File: src/rtl/fnrf_pkg.sv
// fnrf_pkg: widths, byte codes and item types for the fasta n-run finder
// used by fasta_n_run_finder and fnrf_checker; no dependencies
package fnrf_pkg;

    localparam int POS_BITS    = 40;
    localparam int RECORD_BITS = 24;

    localparam logic [POS_BITS-1:0]    POS_MAX = {POS_BITS{1'b1}};
    localparam logic [RECORD_BITS-1:0] REC_MAX = {RECORD_BITS{1'b1}};

    localparam logic [7:0] CHAR_UPPER_N = 8'h4E;
    localparam logic [7:0] CHAR_LOWER_N = 8'h6E;
    localparam logic [7:0] CHAR_HEADER  = 8'h3E;
    localparam logic [7:0] CHAR_NEWLINE = 8'h0A;
    localparam logic [7:0] CHAR_SPACE   = 8'h20;
    localparam logic [7:0] CHAR_TAB     = 8'h09;
    localparam logic [7:0] CHAR_CR      = 8'h0D;

    typedef struct packed {
        logic [7:0] data_byte;
        logic       end_of_stream;
    } in_item_t;

    typedef struct packed {
        logic [RECORD_BITS-1:0] record_index;
        logic [POS_BITS-1:0]    run_start;
        logic [POS_BITS-1:0]    run_end;
        logic [POS_BITS-1:0]    run_length;
    } out_item_t;

endpackage

File: src/rtl/fasta_n_run_finder.sv
// fasta_n_run_finder: top level, finds runs of n bases in a fasta byte stream
// depends on fnrf_pkg
//
// usage:
//   s_ channel takes one item per cycle while s_ready is high: a text byte, or an end-of-stream mark
//   that reports the open run and returns the scan state to zero.
//   m_ channel gives one item per closed run of n/N bases: record index
//   (headers seen so far, saturating), start, exclusive end and length.
//   a run is closed by a '>' header byte, by any other non-blank base, or by
//   end of stream; header lines are skipped up to the newline.
// timing:
//   an accepted item lands in an input register, is decoded against the scan
//   state, and its result (if any) is written to the result register that
//   drives m_. one item per cycle is sustained while no result is stalled, set
//   by the single decode stage between the input and result registers.
// reset: aresetn (synchronous, active low) empties both registers and clears
//   the scan state, so the next byte starts before any header at position 0.
// stall: while m_ready is low the result register holds; items that give no
//   result still flow, and s_ready drops only when a result would be lost.
module fasta_n_run_finder (
    input  logic                aclk,
    input  logic                aresetn,
    input  logic                s_valid,
    output logic                s_ready,
    input  fnrf_pkg::in_item_t  s_item,
    output logic                m_valid,
    input  logic                m_ready,
    output fnrf_pkg::out_item_t m_item
);
    import fnrf_pkg::*;

    logic                   in_valid_reg;
    in_item_t               in_item_reg;
    logic                   out_valid_reg, out_valid_next;
    out_item_t              out_item_reg, out_item_next;

    logic                   in_header_reg, in_header_next;
    logic [POS_BITS-1:0]    base_pos_reg, base_pos_next;
    logic [POS_BITS-1:0]    run_begin_reg, run_begin_next;
    logic [RECORD_BITS-1:0] record_count_reg, record_count_next;

    logic [7:0]             c;
    logic                   is_n, is_blank, is_hdr, is_eos;
    logic                   close_run, run_open, has_result, advance;
    logic [POS_BITS-1:0]    pos_inc;

    assign c        = in_item_reg.data_byte;
    assign is_eos   = in_item_reg.end_of_stream;
    assign is_n     = (c == CHAR_UPPER_N) || (c == CHAR_LOWER_N);
    assign is_hdr   = (c == CHAR_HEADER);
    assign is_blank = (c == CHAR_SPACE) || ((c >= CHAR_TAB) && (c <= CHAR_CR));
    assign pos_inc  = (base_pos_reg == POS_MAX) ? POS_MAX : base_pos_reg + 1'b1;
    assign run_open = run_begin_reg < base_pos_reg;

    // a run closes on eos, on '>' or on a non-blank non-n base outside a header
    assign close_run  = is_eos || (!in_header_reg && (is_hdr || (!is_n && !is_blank)));
    assign has_result = close_run && run_open;
    assign advance    = in_valid_reg && (!has_result || !out_valid_reg || m_ready);
    assign s_ready    = !in_valid_reg || advance;

    always_comb begin
        in_header_next    = in_header_reg;
        base_pos_next     = base_pos_reg;
        run_begin_next    = run_begin_reg;
        record_count_next = record_count_reg;
        if (advance) begin
            if (is_eos) begin
                in_header_next    = 1'b0;
                base_pos_next     = '0;
                run_begin_next    = '0;
                record_count_next = '0;
            end else if (in_header_reg) begin
                if (c == CHAR_NEWLINE) begin
                    in_header_next = 1'b0;
                end
            end else if (is_hdr) begin
                in_header_next = 1'b1;
                base_pos_next  = '0;
                run_begin_next = '0;
                if (record_count_reg != REC_MAX) begin
                    record_count_next = record_count_reg + 1'b1;
                end
            end else if (is_n) begin
                base_pos_next = pos_inc;
            end else if (!is_blank) begin
                base_pos_next  = pos_inc;
                run_begin_next = pos_inc;
            end
        end
    end

    always_comb begin
        out_valid_next = out_valid_reg;
        out_item_next  = out_item_reg;
        if (advance && has_result) begin
            out_valid_next             = 1'b1;
            out_item_next.record_index = record_count_reg;
            out_item_next.run_start    = run_begin_reg;
            out_item_next.run_end      = base_pos_reg;
            out_item_next.run_length   = base_pos_reg - run_begin_reg;
        end else if (m_ready) begin
            out_valid_next = 1'b0;
        end
    end

    always_ff @(posedge aclk) begin
        if (!aresetn) begin
            in_valid_reg     <= 1'b0;
            out_valid_reg    <= 1'b0;
            in_header_reg    <= 1'b0;
            base_pos_reg     <= '0;
            run_begin_reg    <= '0;
            record_count_reg <= '0;
        end else begin
            if (s_ready) begin
                in_valid_reg <= s_valid;
            end
            out_valid_reg    <= out_valid_next;
            in_header_reg    <= in_header_next;
            base_pos_reg     <= base_pos_next;
            run_begin_reg    <= run_begin_next;
            record_count_reg <= record_count_next;
        end
    end

    always_ff @(posedge aclk) begin
        if (s_ready && s_valid) begin
            in_item_reg <= s_item;
        end
        out_item_reg <= out_item_next;
    end

    assign m_valid = out_valid_reg;
    assign m_item  = out_item_reg;

endmodule

File: config.mk
export PLATFORM = sky130hd
export DESIGN_NAME = fasta_n_run_finder
export DESIGN_NICKNAME = d
export VERILOG_FILES = /design/src/rtl/fnrf_pkg.sv /design/src/rtl/fasta_n_run_finder.sv
export SDC_FILE = /design/constraint.sdc
export NUM_CORES = 1
export LEC_CHECK = 0
export BUFFER_PORTS_ARGS = -buffer_cell sky130_fd_sc_hd__buf_2
export CORE_ASPECT_RATIO = 1.5
export CORE_UTILIZATION = 58
export DETAILED_ROUTE_END_ITERATION = 12
export PLACE_DENSITY = 0.8
export REMOVE_ABC_BUFFERS = 1
export SLEW_MARGIN = 15
export SYNTH_ARGS = -nofsm -noshare
export SYNTH_HDL_FRONTEND = slang
export SYNTH_SLANG_ARGS = --single-unit
export TNS_END_PERCENT = 1
File: constraint.sdc
create_clock -name aclk -period 12.33 [get_ports aclk]
set_input_delay 2.466 -clock aclk [delete_from_list [all_inputs] [get_ports aclk]]
set_output_delay 2.466 -clock aclk [all_outputs]
set_load 0.1 [all_outputs]
==> impl_summary.txt <==
----------------------------------------------------
[Worst hold path]
  Worst min-delay path class ... flop to flop
  Cell count of the worst hold path ... 0

[Yosys]
  Synthesis Warnings ... 0
  Sequential share of the synthesized area ... 54.4%
  Number of distinct library cells after synthesis ... 67
  Post-Synthesis Cell Area ... between 10000 and 15000 µm²
  Gate Count Post-Synth ... around 1.2k
  Post-synth EDFFs ... 153
  Average cell area after synthesis ... 10.5 µm²
  Flop and latch count out of synthesis ... 260
  Share of flip-flops with an asynchronous set or reset ... 0%
  Synth Flop Type ... sky130_fd_sc_hd__edfxtp_1

[Finish]
  Max FFs per register ... 144
  Antenna diodes ... 0
  Final Instance Area ... 14200 µm²
  Synthesis-to-finish area growth ... 14.8%
  Net count of the finished layout ... 1373
  Share of cells above drive strength 1 ... around 17%
  Final core occ ... 67.8%
  Filler cell count in the final layout ... 1582

[Place]
  Dpl hpwl ... 20400 µm
  Weighted congestion at the end of routability-driven global placement ... 0.920
  Instance area after placement ... approximately 13000 µm²
  Pre-CTS WS ... 6.44 ns
  Input/output buffers ... 158

[Setup path]
  Type of element launching the critical path ... flop
  Type of destination of the critical path ... output port
  Crit path cell chain ... ha_1 -> nand3_1 -> or2_0 -> or4_1 -> or4_1 -> and2_1 -> nand4_1 -> buf_2
  Library cell contributing the largest single delay on the critical path ... sky130_fd_sc_hd__or4_1
  Data arrival time of the critical path ... 3.63 ns
  Req. time, crit path ... between 9 and 10 ns
  Critical path type ... flop to output port
  CP peak stage delay ... approximately 0.59 ns
  Max FO, Critical Path ... 8
  Count of cells along the worst register-to-register path ... 11
  Library cell appearing most often on the critical path ... sky130_fd_sc_hd__or4_1

[Route]
  Post-detailed-route DRC marker count ... 0
  Wire length after detailed routing ... 30100 µm
  Number of nets with antenna violations after detailed routing ... 0
  Total via count after detailed routing ... 9897
  Via density per instance ... 6.17
  Total iterations of the first detailed-routing run ... 5
  Mean routed wirelength per cell ... ~19 µm
  Violation count after the first detailed-routing iteration ... 879

[Timing]
  RSZ-0062 raised after global routing ... false
  Minimum period implied by the final worst setup slack ... about 6.1 ns
  Worst Hold Slack ... ~0.43 ns
  F_max ... between 150 and 200 MHz
  Clock skew after layout ... ~0.013 ns
  Final hold violations ... 0
  Count of endpoints failing setup in the final report ... 0
  Max-slew violation count ... 0
  Share of the clock period used by the worst path ... between 40% and 50%
  Least-Margin Pin Slew ... 1.19 ns
  Fin worst setup slack ... 6.23 ns
  Final setup TNS ... 0 ns
  Worst slew margin relative to its limit ... between 15 and 20%

[Floorplan]
  Die area ... between 20000 and 25000 µm²
  Core area ... 21000 µm²
  Initial core utilization ... 59.0%
  Die width ... around 120 µm
  Number of ports placed on the die boundary ... about 160
  Placement Rows ... 65
  Die span in y ... 181 µm

[Clocking]
  Clock Sink Count ... 260
  Number of buffers on the longest clock path ... 3
  TritonCTS buffer count ... 24
  Clock latency on the worst-skew pair ... 0.52 ns
  Number of cells upsized or downsized after cts ... 0
  Clock slew at the register clock pins of the worst setup and hold paths ... 0.07 ns
  Cell at the root of the clock tree ... sky130_fd_sc_hd__clkbuf_16
  Post-CTS setup repair buffer count ... 0
  Post-CTS Hold Buffers ... 0
  H-tree Lvls ... 1
  CTS tree ... done

[GRT]
  Global routing usage summed across all routing layers ... approximately 27%
  Congestion Overflow GR ... 0
  Via count of the first global-routing pass ... 9513
  Global-route wire length before repair ... a little under 50000 µm
  Number of antenna violations at the first check in global routing ... 0
  Pin count of the biggest net entering global routing ... 86

[Power]
  Leakage ... 5.05 nW
  Peak supply drop ... 0.118 mV
  PwrDens ... 136 nW/µm²

[Status]
  Result of the run ... finished, final reports clean

[Job]
  Max-Cap Viols ... 0

----------------------------------------------------
==> layout make-up <==
class / count / area [µm²] / area share (%)
multi-input cells: 803 / 5240 / 36.8
clock buffers: 27 / 643 / 4.52
clock inverters: 17 / 181 / 1.28
inverters: 62 / 233 / 1.64
repair buffers: 166 / 851 / 5.98
well taps: 268 / 335 / 2.36
flip-flops and latches: 260 / 6740 / 47.4
==> critical path, delay by kind of cell, from the launching register on <==
| kind | cells | cell delay [ns] |
|---|---|---|
| and+or+nand+nor | 6 | 1.86 |
| buffers and inverters | 1 | 0.46 |
| adders and majority gates | 1 | 0.41 |
| DFF | 1 | 0.39 |
==> cell usage after synthesis, types with 4 or more instances <==
| cell | count | area share, % |
|---|---|---|
| sky130_fd_sc_hd__edfxtp_1 | 153 | 37 |
| sky130_fd_sc_hd__nand2_1 | 113 | 3.4 |
| sky130_fd_sc_hd__o21ai_0 | 109 | 4.4 |
| sky130_fd_sc_hd__dfxtp_1 | 107 | 17 |
| sky130_fd_sc_hd__inv_1 | 62 | 1.9 |
| sky130_fd_sc_hd__a21oi_1 | 60 | 2.4 |
| sky130_fd_sc_hd__nor2_1 | 56 | 1.7 |
| sky130_fd_sc_hd__o211ai_1 | 51 | 3.1 |
| sky130_fd_sc_hd__xnor2_1 | 48 | 3.4 |
| sky130_fd_sc_hd__clkbuf_1 | 42 | 1.3 |
| sky130_fd_sc_hd__ha_1 | 42 | 4.2 |
| sky130_fd_sc_hd__mux2i_1 | 40 | 3.2 |
| sky130_fd_sc_hd__nand3_1 | 38 | 1.5 |
| sky130_fd_sc_hd__nor3_1 | 25 | 1.0 |
| sky130_fd_sc_hd__nand4_1 | 21 | 1.1 |
| sky130_fd_sc_hd__xor2_1 | 16 | 1.1 |
| sky130_fd_sc_hd__nand2b_1 | 13 | 0.66 |
| sky130_fd_sc_hd__nor4_1 | 12 | 0.61 |
| sky130_fd_sc_hd__o311ai_0 | 12 | 0.85 |
| sky130_fd_sc_hd__a21o_1 | 11 | 0.67 |
| sky130_fd_sc_hd__and3_1 | 11 | 0.56 |
| sky130_fd_sc_hd__a31oi_1 | 10 | 0.50 |
| sky130_fd_sc_hd__and2_1 | 9 | 0.45 |
| sky130_fd_sc_hd__nor2b_1 | 9 | 0.45 |
| sky130_fd_sc_hd__o31ai_1 | 9 | 0.55 |
| sky130_fd_sc_hd__and4_1 | 8 | 0.57 |
| sky130_fd_sc_hd__o22a_1 | 7 | 0.49 |
| sky130_fd_sc_hd__o41ai_1 | 6 | 0.42 |
| sky130_fd_sc_hd__or2_2 | 6 | 0.30 |
| sky130_fd_sc_hd__a211oi_1 | 5 | 0.30 |
| sky130_fd_sc_hd__buf_2 | 5 | 0.20 |
| sky130_fd_sc_hd__o21bai_1 | 5 | 0.30 |
| sky130_fd_sc_hd__o21a_1 | 4 | 0.24 |
==> placed cells by master (no fill, tap or decap), types with 25 or more instances in the layout <==
master	netlist	routed
sky130_fd_sc_hd__buf_2	5	158
sky130_fd_sc_hd__edfxtp_1	153	153
sky130_fd_sc_hd__nand2_1	113	113
sky130_fd_sc_hd__o21ai_0	109	109
sky130_fd_sc_hd__dfxtp_1	107	107
sky130_fd_sc_hd__inv_1	62	62
sky130_fd_sc_hd__a21oi_1	60	59
sky130_fd_sc_hd__nor2_1	56	53
sky130_fd_sc_hd__o211ai_1	51	51
sky130_fd_sc_hd__xnor2_1	48	48
sky130_fd_sc_hd__ha_1	42	42
sky130_fd_sc_hd__mux2i_1	40	40
sky130_fd_sc_hd__nand3_1	38	38
sky130_fd_sc_hd__nor3_1	25	25
sky130_fd_sc_hd__clkbuf_16	0	25
==> routing by layer <==
metal,routed length [µm],global-route usage (%),up-vias
li1,-,-,4643
met2,15500,48.5,431
met3,1850,3.03,70
met1,11600,33.4,4753
met4,1090,12.0,0
met5,0,0,-
==> cell families (layout without fill, tap and decap cells) <==
group | after synthesis | after routing | synth area share (%)
xor+xnor | 64 | 64 | 4.52
buf+inv | 115 | 272 | 3.64
mux | 43 | 43 | 3.50
flops | 260 | 260 | 54.4
simple gates | 339 | 339 | 13.5
fa+ha+maj | 43 | 43 | 4.40
compound gates | 314 | 314 | 16.1
==> through the flow <==
step | instances | power (mW)
global route | 1603 | 1.99
global placement | 1559 | 1.19
CTS | 1603 | 1.95
floorplan | 1125 | 1.15
detailed placement | 1559 | 1.19
finish | 1603 | 1.94
==> report_power, final <==
group / switching [mW] / internal, mW / total (mW)
clock network: 0.327 / 0.442 / 0.769
registers: 0.00924 / 0.939 / 0.948
logic: 0.187 / 0.0354 / 0.222
==> path summary, 6_finish.rpt <==
| kind | end | slack (ns) | from |
|---|---|---|---|
| max | s_ready | 6.23 | base_pos_reg[27] |
| min | m_item[116] | 0.43 | run_begin_reg[36] |
| max reg2reg | run_begin_reg[36] | 7.90 | base_pos_reg[27] |
| min reg2reg | m_item[116] | 0.43 | run_begin_reg[36] |
Note: power is estimated with default switching activity, not from simulation.
